<file path="config.mk">
export PLATFORM = sky130hd
export DESIGN_NAME = ir_pulse_width_message_decoder
export DESIGN_NICKNAME = d
export VERILOG_FILES = /design/src/irpw_pkg.sv /design/src/irpw_cfg_regs.sv /design/src/irpw_core.sv /design/src/ir_pulse_width_message_decoder.sv
export SDC_FILE = /design/constraint.sdc
export NUM_CORES = 1
export LEC_CHECK = 0
export ABC_AREA = 1
export BUFFER_PORTS_ARGS = -buffer_cell sky130_fd_sc_hd__buf_4
export CAP_MARGIN = 20
export CORE_MARGIN = 10
export CORE_UTILIZATION = 45
export DETAILED_ROUTE_END_ITERATION = 8
export GPL_TIMING_DRIVEN = 1
export PLACE_DENSITY = 0.7
export RECOVER_POWER = 100
export SYNTH_ARGS = -nofsm -noshare
export SYNTH_HDL_FRONTEND = slang
export SYNTH_HIERARCHICAL = 1
export SYNTH_SLANG_ARGS = --single-unit
</file>
<file path="constraint.sdc">
create_clock -name clk -period 12.9 [get_ports clk]
set_clock_uncertainty 0.15 [all_clocks]
set_input_delay 0 -clock clk [delete_from_list [all_inputs] [get_ports clk]]
set_output_delay 0 -clock clk [all_outputs]
set_load 0.1 [all_outputs]
</file>
<file path="src/irpw_pkg.sv">
package irpw_pkg;

  // message framing
  localparam int MSG_BITS     = 14;
  localparam int MAX_BYTES    = 4;
  localparam int BIT_CAP      = MAX_BYTES * 8;
  localparam int CNT_W        = $clog2(BIT_CAP + 1);
  localparam int GLITCH_TICKS = 15;

  localparam int TIME_W = 32;
  localparam int WIN_W  = 16;
  localparam int IDX_W  = 3;

  // output tdata layout, lowest field first
  localparam int OUT_DATA_W = 40;

  typedef enum logic [IDX_W-1:0] {
    REG_HEADER_MIN = 3'd0,
    REG_HEADER_MAX = 3'd1,
    REG_SPACE_MIN  = 3'd2,
    REG_SPACE_MAX  = 3'd3,
    REG_ONE_MIN    = 3'd4,
    REG_ONE_MAX    = 3'd5,
    REG_ZERO_MIN   = 3'd6,
    REG_ZERO_MAX   = 3'd7
  } reg_idx_t;

  typedef struct packed {
    logic [WIN_W-1:0] header_min;
    logic [WIN_W-1:0] header_max;
    logic [WIN_W-1:0] space_min;
    logic [WIN_W-1:0] space_max;
    logic [WIN_W-1:0] one_min;
    logic [WIN_W-1:0] one_max;
    logic [WIN_W-1:0] zero_min;
    logic [WIN_W-1:0] zero_max;
  } win_cfg_t;

  typedef struct packed {
    logic                is_shot;
    logic [MSG_BITS-1:0] raw_bits;
    logic [6:0]          player_id;
    logic [1:0]          team_id;
    logic [3:0]          damage_code;
    logic [6:0]          damage_value;
  } msg_res_t;

  typedef enum logic [3:0] {
    PH_WAIT   = 4'b0001,
    PH_HEADER = 4'b0010,
    PH_SPACE  = 4'b0100,
    PH_BIT    = 4'b1000
  } phase_t;

  // strict window check, both bounds exclusive
  function automatic logic win_hit(input logic [TIME_W-1:0] v,
                                   input logic [WIN_W-1:0] lo,
                                   input logic [WIN_W-1:0] hi);
    logic [TIME_W-1:0] lo_x;
    logic [TIME_W-1:0] hi_x;
    lo_x = {{(TIME_W-WIN_W){1'b0}}, lo};
    hi_x = {{(TIME_W-WIN_W){1'b0}}, hi};
    return (v > lo_x) && (v < hi_x);
  endfunction

  function automatic logic [6:0] damage_lookup(input logic [3:0] code);
    logic [6:0] val;
    unique case (code)
      4'd0:    val = 7'd1;
      4'd1:    val = 7'd2;
      4'd2:    val = 7'd4;
      4'd3:    val = 7'd5;
      4'd4:    val = 7'd7;
      4'd5:    val = 7'd10;
      4'd6:    val = 7'd15;
      4'd7:    val = 7'd17;
      4'd8:    val = 7'd20;
      4'd9:    val = 7'd25;
      4'd10:   val = 7'd30;
      4'd11:   val = 7'd35;
      4'd12:   val = 7'd40;
      4'd13:   val = 7'd50;
      4'd14:   val = 7'd75;
      4'd15:   val = 7'd100;
      default: val = 7'd1;
    endcase
    return val;
  endfunction

endpackage

</file>
<file path="src/irpw_cfg_regs.sv">
module irpw_cfg_regs
  import irpw_pkg::*;
(
  input  logic             clk,
  input  logic             rst_n,
  input  logic             wr_en,
  input  reg_idx_t         wr_idx,
  input  logic [WIN_W-1:0] wr_data,
  output win_cfg_t         cfg
);

  win_cfg_t cfg_r;
  win_cfg_t cfg_nxt;

  always_comb begin
    cfg_nxt = cfg_r;
    if (wr_en) begin
      unique case (wr_idx)
        REG_HEADER_MIN: cfg_nxt.header_min = wr_data;
        REG_HEADER_MAX: cfg_nxt.header_max = wr_data;
        REG_SPACE_MIN:  cfg_nxt.space_min  = wr_data;
        REG_SPACE_MAX:  cfg_nxt.space_max  = wr_data;
        REG_ONE_MIN:    cfg_nxt.one_min    = wr_data;
        REG_ONE_MAX:    cfg_nxt.one_max    = wr_data;
        REG_ZERO_MIN:   cfg_nxt.zero_min   = wr_data;
        REG_ZERO_MAX:   cfg_nxt.zero_max   = wr_data;
        default:        cfg_nxt = cfg_r;
      endcase
    end
  end

  always_ff @(posedge clk) begin
    if (!rst_n) begin
      cfg_r.header_min <= 16'd2000;
      cfg_r.header_max <= 16'd2800;
      cfg_r.space_min  <= 16'd400;
      cfg_r.space_max  <= 16'd800;
      cfg_r.one_min    <= 16'd1000;
      cfg_r.one_max    <= 16'd1400;
      cfg_r.zero_min   <= 16'd400;
      cfg_r.zero_max   <= 16'd800;
    end else begin
      cfg_r <= cfg_nxt;
    end
  end

  assign cfg = cfg_r;

endmodule

</file>
<file path="src/irpw_core.sv">
module irpw_core
  import irpw_pkg::*;
(
  input  logic              clk,
  input  logic              rst_n,
  input  logic              step,
  input  logic              level,
  input  logic [TIME_W-1:0] edge_time,
  input  win_cfg_t          cfg,
  output logic              res_valid,
  output msg_res_t          res
);

  phase_t              phase_r, phase_nxt;
  logic [TIME_W-1:0]   last_r, last_nxt;
  logic                glitch_r, glitch_nxt;
  logic [CNT_W-1:0]    count_r, count_nxt;
  logic [MSG_BITS-1:0] store_r, store_nxt;

  logic [TIME_W-1:0] gap;
  logic              hdr_ok, space_ok, one_ok, zero_ok;
  logic [3:0]        bit_idx;

  assign gap      = edge_time - last_r;
  assign hdr_ok   = win_hit(gap, cfg.header_min, cfg.header_max);
  assign space_ok = win_hit(gap, cfg.space_min, cfg.space_max);
  assign one_ok   = win_hit(gap, cfg.one_min, cfg.one_max);
  assign zero_ok  = win_hit(gap, cfg.zero_min, cfg.zero_max);
  assign bit_idx  = 4'(MSG_BITS - 1) - count_r[3:0];

  always_comb begin
    phase_nxt  = phase_r;
    last_nxt   = last_r;
    glitch_nxt = glitch_r;
    count_nxt  = count_r;
    store_nxt  = store_r;
    res_valid  = 1'b0;
    if (step) begin
      if (gap < TIME_W'(GLITCH_TICKS)) begin
        glitch_nxt = 1'b1;
      end else if (glitch_r) begin
        glitch_nxt = 1'b0;
      end else begin
        last_nxt = edge_time;
        unique case (phase_r)
          PH_WAIT: begin
            if (level) begin
              phase_nxt = PH_HEADER;
            end else begin
              count_nxt = '0;
            end
          end
          PH_HEADER: begin
            if (!level && hdr_ok) begin
              phase_nxt = PH_SPACE;
            end else begin
              phase_nxt = PH_WAIT;
              count_nxt = '0;
            end
          end
          PH_SPACE: begin
            if (level && space_ok) begin
              phase_nxt = PH_BIT;
            end else begin
              phase_nxt = PH_WAIT;
              count_nxt = '0;
            end
          end
          PH_BIT: begin
            if (!level && (one_ok || zero_ok)) begin
              phase_nxt = PH_SPACE;
              // bits past the cap keep timing but are dropped
              if (count_r < CNT_W'(BIT_CAP)) begin
                count_nxt = count_r + 1'b1;
                if (count_r < CNT_W'(MSG_BITS)) begin
                  store_nxt[bit_idx] = one_ok;
                end
              end
              if (count_r == CNT_W'(MSG_BITS - 1)) begin
                res_valid = 1'b1;
                // shot message ends the frame
                if (!store_nxt[MSG_BITS-1]) begin
                  phase_nxt = PH_WAIT;
                  count_nxt = '0;
                end
              end
            end else begin
              phase_nxt = PH_WAIT;
              count_nxt = '0;
            end
          end
          default: begin
            phase_nxt = PH_WAIT;
            count_nxt = '0;
          end
        endcase
      end
    end
  end

  always_comb begin
    res.is_shot      = ~store_nxt[13];
    res.raw_bits     = store_nxt;
    res.player_id    = store_nxt[12:6];
    res.team_id      = store_nxt[5:4];
    res.damage_code  = store_nxt[3:0];
    res.damage_value = damage_lookup(store_nxt[3:0]);
  end

  always_ff @(posedge clk) begin
    if (!rst_n) begin
      phase_r  <= PH_WAIT;
      last_r   <= '0;
      glitch_r <= 1'b0;
      count_r  <= '0;
    end else begin
      phase_r  <= phase_nxt;
      last_r   <= last_nxt;
      glitch_r <= glitch_nxt;
      count_r  <= count_nxt;
    end
  end

  always_ff @(posedge clk) begin
    store_r <= store_nxt;
  end

endmodule

</file>
<file path="src/ir_pulse_width_message_decoder.sv">
// infrared pulse-width message decoder
//
// in_*  : one item per line edge; in_tuser is the level after the edge,
//         in_tdata the free-running 32-bit timer value at that edge
// out_* : one item per completed 14-bit message (raw bits, shot flag,
//         player, team, damage code and decoded damage value)
// cfg_* : writes the eight strict timing windows; cfg_ready is always high,
//         writes are meant for idle periods only
//
// an accepted item lands in an input register; once it may move on, the
// frame logic checks it against the state and the result register takes
// the message if one completed, so out_tvalid rises once its edge has
// passed both registers. one edge is taken every cycle as long as the
// result register is empty or being drained.
// when the receiver stalls with a result waiting, the input register
// holds its edge and in_tready drops; nothing is lost or repeated.
// reset restores the default windows, empties both registers and puts
// the receiver back to waiting for a header with no glitch pending
module ir_pulse_width_message_decoder
  import irpw_pkg::*;
(
  input  logic                  clk,
  input  logic                  rst_n,
  // input edges
  input  logic                  in_tvalid,
  output logic                  in_tready,
  input  logic [TIME_W-1:0]     in_tdata,   // [31:0] edge_time
  input  logic                  in_tuser,   // [0] edge_level
  // decoded messages
  output logic                  out_tvalid,
  input  logic                  out_tready,
  // [13:0] raw_bits, [20:14] player_id, [22:21] team_id,
  // [26:23] damage_code, [33:27] damage_value, [39:34] zero
  output logic [OUT_DATA_W-1:0] out_tdata,
  output logic                  out_tuser,  // [0] is_shot
  // window register writes
  input  logic                  cfg_valid,
  output logic                  cfg_ready,
  input  logic [IDX_W-1:0]      cfg_index,
  input  logic [WIN_W-1:0]      cfg_data
);

  win_cfg_t cfg;

  // input register
  logic              in_vld_r, in_vld_nxt;
  logic              in_lvl_r;
  logic [TIME_W-1:0] in_time_r;

  // result register
  logic     out_vld_r, out_vld_nxt;
  msg_res_t out_res_r;

  logic     advance;
  logic     res_valid;
  msg_res_t res;

  assign cfg_ready = 1'b1;

  irpw_cfg_regs u_cfg (
    .clk     (clk),
    .rst_n   (rst_n),
    .wr_en   (cfg_valid),
    .wr_idx  (reg_idx_t'(cfg_index)),
    .wr_data (cfg_data),
    .cfg     (cfg)
  );

  // the held edge moves on when the result slot is free or draining
  assign advance   = in_vld_r && (!out_vld_r || out_tready);
  assign in_tready = !in_vld_r || advance;

  irpw_core u_core (
    .clk       (clk),
    .rst_n     (rst_n),
    .step      (advance),
    .level     (in_lvl_r),
    .edge_time (in_time_r),
    .cfg       (cfg),
    .res_valid (res_valid),
    .res       (res)
  );

  always_comb begin
    in_vld_nxt = in_vld_r;
    if (in_tready) begin
      in_vld_nxt = in_tvalid;
    end
  end

  always_comb begin
    out_vld_nxt = out_vld_r;
    if (advance) begin
      out_vld_nxt = res_valid;
    end else if (out_tready) begin
      out_vld_nxt = 1'b0;
    end
  end

  always_ff @(posedge clk) begin
    if (!rst_n) begin
      in_vld_r  <= 1'b0;
      out_vld_r <= 1'b0;
    end else begin
      in_vld_r  <= in_vld_nxt;
      out_vld_r <= out_vld_nxt;
    end
  end

  always_ff @(posedge clk) begin
    if (in_tvalid && in_tready) begin
      in_lvl_r  <= in_tuser;
      in_time_r <= in_tdata;
    end
    if (advance && res_valid) begin
      out_res_r <= res;
    end
  end

  assign out_tvalid = out_vld_r;
  assign out_tuser  = out_res_r.is_shot;
  assign out_tdata  = {6'd0,
                       out_res_r.damage_value,
                       out_res_r.damage_code,
                       out_res_r.team_id,
                       out_res_r.player_id,
                       out_res_r.raw_bits};

endmodule

</file>
Word level (Yosys, flattened, before mapping)
Memory sizes are Yosys's and may differ from the RTL's. A register that Yosys moved wholly into a read port is not among the register bits.
Index checks and enable logic that the tools add are counted.
- word-level logic and storage cells: 127
- memories: 1
- flip-flop bits (word level): 248
- memory bits (read-only): 112
- eq/ne operators: 16
- add/sub/neg operators: 3
- muxes and demuxes: 39
- bitwise gates (word level): 3
- reduce and logical (&&, ||, !) cells: 30
- order comparisons: 13
- memories (name ; depth ; bits a word ; read ports ; clocked after Yosys merged registers in ; write ports ; RTL line ; text):
    (no name shown) ; 16 ; 7 ; 1 ; 1 ; 0 ; irpw_pkg.sv:68 ; unique case (code)
- operator list (cell ; count):
    $mux 14 ; 12
    $gt 32x16->1 ; 4
    $lt 32x16->1 ; 4
    $mux 6 ; 7
    $lt 32x4->1 const B ; 1
    $sub 32x32->32 ; 1
    $pmux 6 s4 ; 1
    $mux 4 ; 4
    $pmux 4 s4 ; 1
    $reduce_and 2->1 ; 8
    $bwmux 14 ; 1
    $eq 3x3->1 const B ; 4
    $logic_and 1x1->1 ; 11
    $mux 1 ; 10
    $ne 2x2->1 const B ; 4
    $add 6x1->6 const B ; 1
    $eq 3x2->1 const B ; 2
    $eq 6x4->1 const B ; 1
    $lt 6x4->1 const B ; 1
    $lt 6x6->1 const B ; 1
    $mux 3 ; 2
    $reduce_and 6->1 ; 1
    $lt 4x5->1 const B ; 1
    $demux 1 s4 ; 1
    other kinds (14) ; 20

Depth between registers and ports, before layout
Gate-level depths: netlist of run 1.
- word-level depth: 19
- gate-level depth with buffers: 34
- mapped depth without buffers: 33

Modules after synthesis
Netlist of run 1, hierarchy kept.
- by module, submodules not included (module ; times used ; cells an instance ; area an instance (µm²) ; sequential area each (µm²)):
    irpw_core ; 1 ; 1469 ; 8834.7 ; 1141.1
    irpw_cfg_regs ; 1 ; 692 ; 4934.7 ; 2562.5
    ir_pulse_width_message_decoder ; 1 ; 94 ; 2209.6 ; 2082.0

Worst setup path before layout of run 1
No wires, ideal clock.
- path type: reg-to-reg
- from: register in_time_r[0]
- to: register out_res_r (netlist bit out_tdata[0]), enable pin
- data required time: 12.279 ns
- clock period less this slack: 6.386 ns
- path buffers: 1
- library setup time: 0.471 ns
- stages on the path, launching flop included: 27
- data arrival time: 5.766 ns
- path slack: 6.514 ns
- cell sequence: edfxtp_1 > inv_1 > ha_1 > fa_1 > inv_1 > nand2_1 > nand3_1 > nand2_1 > nand2_1 > xor2_1 > ha_1 > nand2_1 > inv_1 > nand3_1 > nor3_1 > nand2_1 > o211ai_1 > nor2_1 > nand3_1 > nand2_1 > nand4_4 > nor2_8 > buf_8 > nand2_2 > nor2_1 > inv_1 > nor3_1
- longest elaborated chain between the ends: 11
- RTL lines (item ; RTL line ; text):
    start, declared ; ir_pulse_width_message_decoder.sv:48 ; logic [TIME_W-1:0] in_time_r;
    start signal, assigned ; ir_pulse_width_message_decoder.sv:113 ; in_time_r <= in_tdata;
    $sub 32x32->32 (*) ; irpw_core.sv:24 ; assign gap = edge_time - last_r;
    $gt 32x16->1 / $lt 32x16->1 (equally long branches) ; irpw_pkg.sv:63 ; return (v > lo_x) && (v < hi_x);
    $logic_and 1x1->1 ; irpw_pkg.sv:63 ;
    $logic_or 1x1->1 ; irpw_core.sv:70 ; if (!level && (one_ok || zero_ok)) begin
    $logic_and 1x1->1 ; irpw_core.sv:70 ;
    $mux 1 ; irpw_core.sv:70 ;
    $mux 1 ; irpw_core.sv:45 ; unique case (phase_r)
    $mux 1 ; irpw_core.sv:41 ; end else if (glitch_r) begin
    $mux 1 (*) ; irpw_core.sv:39 ; if (gap < TIME_W'(GLITCH_TICKS)) begin
    $mux 1 (*) ; irpw_core.sv:38 ; if (step) begin
    net res_valid ; ir_pulse_width_message_decoder.sv:55 ; logic res_valid;
    $logic_and 1x1->1 (*) ; ir_pulse_width_message_decoder.sv:115 ; if (advance && res_valid) begin
    end signal, assigned ; ir_pulse_width_message_decoder.sv:116 ; out_res_r <= res;
    end, declared ; ir_pulse_width_message_decoder.sv:52 ; msg_res_t out_res_r;
Mark *: on every way through the listed nets, which the timed path passes. The rest lies on a longest branch.
A chain may end at the register's enable or synchronous reset.

Final worst setup path of run 1
- from: register in_time_r[0]
- to: register out_res_r (netlist bit out_tdata[12]), enable pin
The elaborated chain is that of the path after synthesis.

==> reports/results.tsv, run 1 <==
stage	metric	value	unit
critical_path	timing.critical_path.cells	inv_1 -> ha_1 -> fa_1 -> inv_1 -> nand2_1 -> nand3_1 -> nand2_1 -> nand2_1 -> xor2_1 -> nor2_1 -> nand3_1 -> nor2_1 -> nand3_1 -> nand2_1 -> clkinvlp_2 -> nand2_1 -> nor2_1 -> inv_1 -> nor3_1 -> clkbuf_1	
final_layout	register_area	0.00579	mm^2
synth	post_synth_cell_types	52	
global_routing	grt_pass1_wl	70.3	mm
final_layout	layoutNonFillerInstCount	2897	
synth	dominant_combinational_cell_family_by_area_after_synthesis	simple AND/OR/NAND/NOR gates	
sta	maxSlewViolCount	304	
sta	period_minus_slack	7.37	ns
final_layout	n_antenna_cell	0	
final_layout	num-fill-cells	3358	
min_path	hold_class	in2reg	
final_layout	num-nets-final	2642	
synth	share_of_the_synthesized_netlist_area_taken_by_xor_and_xnor_gates	0.00932	
die	fp.dieArea	0.0434	mm^2
power_and_ir_drop	pleak	9.14	nW
clock_network	cts_buffers	29	
global_routing	vias_in_the_first_global_route	14000	
route	drt_pre_antenna_iters	5	
sta	grt_setup_unrepaired	no	
sta	maxSlewHeadroom	-1.44	
synth	synthArstFlopShare	0	
placement	detailed_place_hpwl	30.5	mm
clock_network	cts_num_sinks	255	
synth	synth_simple_gate_area_share	0.305	
die	top_level_ports	101	
sta	finalHoldWorstSlack	0.0447	ns
global_routing	maximum_number_of_pins_on_one_net_before_global_route_repair	88	
clock_network	count_of_buffers_added_by_post_cts_timing_repair_for_setup	0	
outcome	violations	capacitance limit, slew limit	
critical_path	worstSetupEndpointType	register	
route	iter_0_drt_violations	868	
critical_path	crit_buf_inv	5	
clock_network	cts.clk_slew.worst_paths	0.06	ns
critical_path	critPathTopFamily	simple AND/OR/NAND/NOR gates	
sta	setup-tns-final	0	ns
power_and_ir_drop	power-per-cell-area	133	mW/mm^2
critical_path	critPathMaxFanout	64	
synth	synth_edf_count	68	
synth	synth_adder_area_share	0.130	
synth	syn-instance-count	2255	
sta	final_hold_viol_count	0	
power_and_ir_drop	ir_worst_vdd	105	uV
synth	postSynth.topFlopCell	sky130_fd_sc_hd__dfxtp_1	
synth	synthMuxAreaShare	0.00125	
placement	placement.io_buffers	93	
route	via_per_inst	4.98	
synth	synth_area_in_compound_gates	0.0698	
critical_path	worst-setup-path-type	reg2reg	
route	drc	0	
global_routing	antenna_found_initial	0	
clock_network	clock_latency	0.57	ns
outcome	run_status	finished with violations	
sta	final_number_of_setup_violating_endpoints	0	
die	start_util	0.459	
critical_path	crit_arrival	7.38	ns
sta	final.period_utilization	0.571	
global_routing	overflow	0	
sta	worst_pin_slew	3.66	ns
sta	max_clock_freq	136	MHz
route	routed_wirelength	43.1	mm
clock_network	clock_tree.root_cell	sky130_fd_sc_hd__clkbuf_16	
die	core_region_area	0.0348	mm^2
die	row_count	68	
route	detailroute.via_count	14400	
route	antenna_violating_nets_post_route	0	
clock_network	clockBufferDepth	3	
route	avgRoutedWirePerCell	14.9	um
critical_path	critPathRequiredTime	12.91	ns
critical_path	cpMostUsedCell	sky130_fd_sc_hd__nand2_1	
die	die_h	208	um
placement	finalWeightedCongestion	0.957	
critical_path	slowest_stage	sky130_fd_sc_hd__clkbuf_1	
synth	synth.cell_area	0.0160	mm^2
final_layout	area_growth_syn_to_layout	17.0	%
synth	synth.ff_latch_count	255	
die	fp.dieW	208	um
global_routing	grtUsageTotal	0.192	
clock_network	cts_tree	yes	
final_layout	area_used_by_multi_input_combinational_logic	0.00819	mm^2
final_layout	final_layout_size_suffix_gt1_frac	0.0672	
critical_path	setup.worst_path.start_class	register	
synth	syn-mean-instance-area	7.09	um^2
synth	total_number_of_yosys_warnings	6	
synth	seq_area_frac_synth	0.362	
flow_run	timing.max_cap.violations	5	
clock_network	cts-htree-levels	1	
placement	post-place-cells	2748	
critical_path	timing.critical_path.slowest_cell_delay	1.28	ns
per-layer routing:
layer	vias up	wire, um	part of all wire	track usage
met3	73	2430	0.056	0.0244
li1	7409	-	-	-
met1	6583	19400	0.45	0.246
met5	-	0	0	0
met2	363	20100	0.47	0.328
met4	0	1120	0.026	0.0630
registers in the layout, indices dropped and copies added (netlist names):
signal	count
u_core/count_r	6
in_lvl_r	1
u_cfg/cfg	128
out_tuser	1
out_tdata	34
in_vld_r	1
u_core/phase_r	4
u_core/glitch_r	1
u_core/store_r	14
in_time_r	32
u_core/last_r	32
out_tvalid	1
final cells by class:
class,instances,area share
clock buffer,36,0.0418
inverter,407,0.0819
tap,455,0.0305
sequential,255,0.310
clock inverter,18,0.0145
multi-input combinational,1527,0.438
timing repair buffer,199,0.0840
where the power goes:
part	total (W)	internal, W	switching, W
Combinational	0.000718	0.000260	0.000459
Sequential	0.000868	0.000852	0.0000160
Clock	0.000908	0.000554	0.000353
Total	0.00249	0.00167	0.000828
final timing paths:
path / from / end / slack (ns) / cells after the start
setup reg to reg: in_time_r[0] / out_tdata[12] / 5.53 / 20
hold reg to reg: u_core/last_r[2] / u_core/last_r[2] / 0.31 / 2
hold / removal: in_tdata[29] / in_time_r[29] / 0.04 / 2
setup / recovery: in_time_r[0] / out_tdata[12] / 5.53 / 20
synth_stat cells, drive strengths merged, types with 2 or more instances:
library cell  count  area share
nand2           587        0.14
inv             407       0.096
nor2            292       0.076
dfxtp           187        0.23
nand3           177       0.057
ha              165        0.13
a21oi           114       0.036
edfxtp           68        0.13
o21ai            67       0.021
buf              49       0.020
nand4            31       0.014
clkbuf           22      0.0052
nor3             22      0.0072
xor2             11      0.0060
o211ai            8      0.0038
xnor2             6      0.0033
and2              5      0.0020
nand3b            5      0.0023
nor4              5      0.0020
a211oi            4      0.0019
o21a              3      0.0014
o21bai            3      0.0014
or2               3      0.0012
a21o              2     0.00094
conb              2     0.00047
mux2i             2      0.0013
o2111ai           2      0.0011
cell families (layout without fill, tap and decap cells):
logic type / Yosys count / in the layout
flip-flops: 255 / 255
adder cells (fa/ha/maj): 166 / 166
XOR/XNOR: 17 / 17
multiplexers: 2 / 2
AO/OA/AOI/OAI: 206 / 206
AND/OR/NAND/NOR: 1129 / 1129
buffers and inverters: 478 / 660
other: 2 / 7
placed cells by master, fill, tap and decap left out, types with 3 or more instances in the layout:
master and instances:
sky130_fd_sc_hd__nor2_2 9, sky130_fd_sc_hd__nand3_1 175, sky130_fd_sc_hd__nor3_1 21, sky130_fd_sc_hd__ha_1 165, sky130_fd_sc_hd__edfxtp_1 68, sky130_fd_sc_hd__nand2_1 578, sky130_fd_sc_hd__bufinv_16 6, sky130_fd_sc_hd__clkinvlp_4 3
sky130_fd_sc_hd__inv_6 5, sky130_fd_sc_hd__clkbuf_16 29, sky130_fd_sc_hd__inv_2 12, sky130_fd_sc_hd__clkinv_2 3, sky130_fd_sc_hd__nor2_4 11, sky130_fd_sc_hd__clkbuf_4 32, sky130_fd_sc_hd__nor2_1 272, sky130_fd_sc_hd__conb_1 7
sky130_fd_sc_hd__a211oi_1 4, sky130_fd_sc_hd__xnor2_1 6, sky130_fd_sc_hd__dfxtp_1 187, sky130_fd_sc_hd__clkbuf_1 47, sky130_fd_sc_hd__nor4_1 5, sky130_fd_sc_hd__o21ai_0 66, sky130_fd_sc_hd__inv_1 393, sky130_fd_sc_hd__o21a_1 3
sky130_fd_sc_hd__a21oi_1 114, sky130_fd_sc_hd__o21bai_1 3, sky130_fd_sc_hd__nand2_2 9, sky130_fd_sc_hd__nand3b_1 5, sky130_fd_sc_hd__nand4_1 28, sky130_fd_sc_hd__dlygate4sd3_1 95, sky130_fd_sc_hd__clkbuf_8 3, sky130_fd_sc_hd__xor2_1 11
sky130_fd_sc_hd__and2_1 4, sky130_fd_sc_hd__o211ai_1 8, sky130_fd_sc_hd__buf_4 29
per-stage QoR:
step / util / setup slack, ns / total power, W / area, um^2
after floorplan: - / 6.51 / 0.00137 / 16000
after global placement: 0.487 / 7.80 / 0.00154 / 17000
after detailed placement: 0.487 / 7.72 / 0.00157 / 17000
after CTS: 0.545 / 7.70 / 0.00250 / 19000
after global routing: 0.537 / 4.75 / 0.00265 / 18700
final: 0.537 / 5.53 / 0.00249 / 18700
what timing repair did:
| item | in CTS | in global routing |
|---|---|---|
| endpoints found under the hold margin | 227 | 0 |
| gates resized for setup | 0 | 0 |
| endpoints found under the setup margin | 0 | 0 |
| hold buffers | 95 | 0 |
(Power assumes the default switching activity.)
==> inputs of run 2 (changes only) <==
- ABC_AREA: 1 -> 0
- clock period: 12.9 -> 7.5 ns (I/O delays scaled with it)
==> reports/results.tsv, run 2 <==
stage	metric	value	unit
die	top_level_ports	101	
route	iter_0_drt_violations	792	
route	detailroute.via_count	12400	
final_layout	design_area	0.0180	mm^2
placement	post_dp_cell_area	0.0165	mm^2
critical_path	worstSetupEndpointType	register	
global_routing	overflow	0	
power_and_ir_drop	combinationalPowerShare	0.256	
sta	worst_pin_slew	3.62	ns
critical_path	timing.critical_path.slowest_cell_delay	0.73	ns
clock_network	cts-htree-levels	1	
die	fp.dieArea	0.0422	mm^2
power_and_ir_drop	share_seq_of_total_power	0.378	
clock_network	cts_buffers	29	
placement	placement.io_buffers	93	
global_routing	use_met1	0.246	
final_layout	layout.cells.most_common_list	sky130_fd_sc_hd__nand2_1 (232), sky130_fd_sc_hd__dfxtp_1 (187), sky130_fd_sc_hd__inv_1 (170)	
critical_path	worst-setup-path-type	reg2reg	
clock_network	cts_tree	yes	
route	avgRoutedWirePerCell	17.3	um
placement	dp_slack	1.12	ns
critical_path	critPathMaxFanout	12	
clock_network	cts_num_sinks	255	
final_layout	num-nets-final	2048	
power_and_ir_drop	switching_power	0.00119	W
final_layout	most_common_cell_after_layout_fill_and_taps_aside	sky130_fd_sc_hd__nand2_1	
synth	post-synth-top-area-cell	sky130_fd_sc_hd__dfxtp_1	
synth	synth.ff_latch_count	255	
synth	synth.cell_area	0.0155	mm^2
final_layout	n_antenna_cell	0	
power_and_ir_drop	pleak	7.70	nW
final_layout	finalCoreUtilization	0.532	
die	fp.dieW	206	um
global_routing	maximum_number_of_pins_on_one_net_before_global_route_repair	197	
sta	fin_ws	0.858	ns
route	routed_wirelength	39.8	mm
die	die_h	206	um
clock_network	clock_latency	0.56	ns
final_layout	final_layout_size_suffix_gt1_frac	0.0763	
route	via_per_inst	5.41	
critical_path	timing.critical_path.cells	inv_1 -> ha_1 -> fa_1 -> nor2b_1 -> o2111ai_1 -> nand2_1 -> xor2_1 -> ha_1 -> and4_1 -> a2111oi_0 -> o21ai_0 -> o2bb2ai_1 -> or2_2 -> o22ai_1 -> and3_1 -> nand3_1 -> mux2_1 -> inv_1 -> ha_1 -> inv_1 -> mux2_1 -> mux2i_1	
critical_path	critPathTopFamily	adder cells	
synth	syn-mean-instance-area	9.19	um^2
global_routing	antenna_found_initial	0	
clock_network	count_of_buffers_added_by_post_cts_timing_repair_for_setup	0	
power_and_ir_drop	clkPwrFrac	0.366	
clock_network	clock_tree.root_cell	sky130_fd_sc_hd__clkbuf_16	
global_routing	vias_in_the_first_global_route	12100	
global_routing	grt_util_met2	0.303	
die	core_region_area	0.0338	mm^2
power_and_ir_drop	power-per-cell-area	217	mW/mm^2
placement	detailed_place_hpwl	28.4	mm
synth	synthArstFlopShare	0	
die	start_util	0.458	
synth	post_synth_cell_types	85	
global_routing	grt.met3_usage	0.0217	
critical_path	setup.worst_path.start_class	register	
critical_path	crit_buf_inv	3	
min_path	hold_class	in2reg	
sta	grt_setup_unrepaired	no	
synth	most_frequently_used_cell_type_in_the_post_synthesis_netlist	sky130_fd_sc_hd__nand2_1	
power_and_ir_drop	p_int	0.00270	W
sta	final.period_utilization	0.886	
final_layout	area_growth_syn_to_layout	16.1	%
route	drc	0	
final_layout	largest_reg_flops	128	
power_and_ir_drop	post-layout-total-power	0.00389	W
synth	netlist_top_cells_area	sky130_fd_sc_hd__dfxtp_1 (24%), sky130_fd_sc_hd__ha_1 (13%), sky130_fd_sc_hd__edfxtp_1 (13%), sky130_fd_sc_hd__mux2i_1 (8.9%), sky130_fd_sc_hd__nand2_1 (5.6%)	
sta	maxSlewViolCount	260	
synth	postSynth.topFlopCell	sky130_fd_sc_hd__dfxtp_1	
power_and_ir_drop	ir_worst_vdd	171	uV
global_routing	grtUsageTotal	0.184	
route	antenna_violating_nets_post_route	0	
critical_path	critPathRequiredTime	7.75	ns
synth	synth_commonest_cells	sky130_fd_sc_hd__nand2_1 (232), sky130_fd_sc_hd__dfxtp_1 (187), sky130_fd_sc_hd__inv_1 (169)	
synth	syn-instance-count	1685	
placement	finalWeightedCongestion	0.899	
sta	max_clock_freq	151	MHz
global_routing	grt_most_used_layer	met2	
sta	final_number_of_setup_violating_endpoints	0	
sta	setup-tns-final	0	ns
synth	total_number_of_yosys_warnings	6	
route	drt_pre_antenna_iters	5	
synth	seq_area_frac_synth	0.374	
die	row_count	67	
critical_path	crit_arrival	6.89	ns
power_and_ir_drop	power.switching_fraction	0.306	
global_routing	grt_pass1_wl	63.8	mm
outcome	violations	capacitance limit, slew limit	
sta	period_minus_slack	6.64	ns
critical_path	slowest_stage	sky130_fd_sc_hd__xor2_1	
clock_network	clockBufferDepth	3	
synth	synth_top_area_frac	0.242	
outcome	run_status	finished with violations	
synth	synth_edf_count	68	
flow_run	timing.max_cap.violations	3	
clock_network	cts.clk_slew.worst_paths	0.06	ns
sta	maxSlewHeadroom	-1.42	
sta	final_hold_viol_count	0	
[run 2: cell types whose count changed after synthesis, moves of 65 or more]
cell and change:
sky130_fd_sc_hd__nand2_1 -337, sky130_fd_sc_hd__nand3_1 -157, sky130_fd_sc_hd__nor2b_1 +65, sky130_fd_sc_hd__nor2_1 -215, sky130_fd_sc_hd__mux2i_1 +135, sky130_fd_sc_hd__inv_1 -218
[run 2: logic make-up after synthesis]
group / count (synthesis) / synth area share
simple gates: 514 / 0.169
fa+ha+maj: 166 / 0.135
mux: 156 / 0.103
compound gates: 312 / 0.134
other cells: 2 / 0.000485
buf+inv: 256 / 0.0721
flops: 255 / 0.374
xor+xnor: 24 / 0.0136
[run 2: worst paths after layout]
| kind | from | end | slack [ns] | cells after the start |
|---|---|---|---|---|
| worst max-delay path | in_time_r[0] | out_tdata[27] | 0.86 | 22 |
| worst min-delay path | in_tdata[6] | in_time_r[6] | 0.04 | 2 |
| worst max register to register | in_time_r[0] | out_tdata[27] | 0.86 | 22 |
| worst min register to register | u_core/last_r[25] | u_core/last_r[25] | 0.31 | 2 |
[run 2: timing repair]
item,in CTS,in global routing
hold buffers,74,0
resized for setup,0,0
endpoints found under the hold margin,219,0
[run 2: per-layer routing]
metal	vias up	part of all wire	wire length (um)
met4	0	0.030	1180
met5	-	0	0
met2	331	0.46	18200
li1	6177	-	-
met3	69	0.050	1980
met1	5837	0.46	18500
[run 2: area by class of cell]
type	count	area [um^2]
inverter	170	638
timing repair buffer	190	1460
tap	448	561
clock buffer	42	846
clock inverter	12	118
multi-input combinational	1179	8570
fill	3119	15800
sequential	255	5790
[run 2: through the flow]
stage          hold slack, ns  std cells
4_1_cts              0.000527       2294
3_3_place_gp           0.0280       2166
6_report               0.0379       2296
5_1_grt                0.0352       2296
3_5_place_dp           0.0293       2166
2_1_floorplan         -0.0511       1690
[run 2: power by group through the flow]
stage	logic (W)	registers, W	clock network [W]
4_1_cts	0.000985	0.00147	0.00146
3_5_place_dp	0.000947	0.00150	0
3_3_place_gp	0.000927	0.00150	0
5_1_grt	0.00111	0.00148	0.00151
2_1_floorplan	0.000662	0.00150	0
6_report	0.000996	0.00147	0.00142
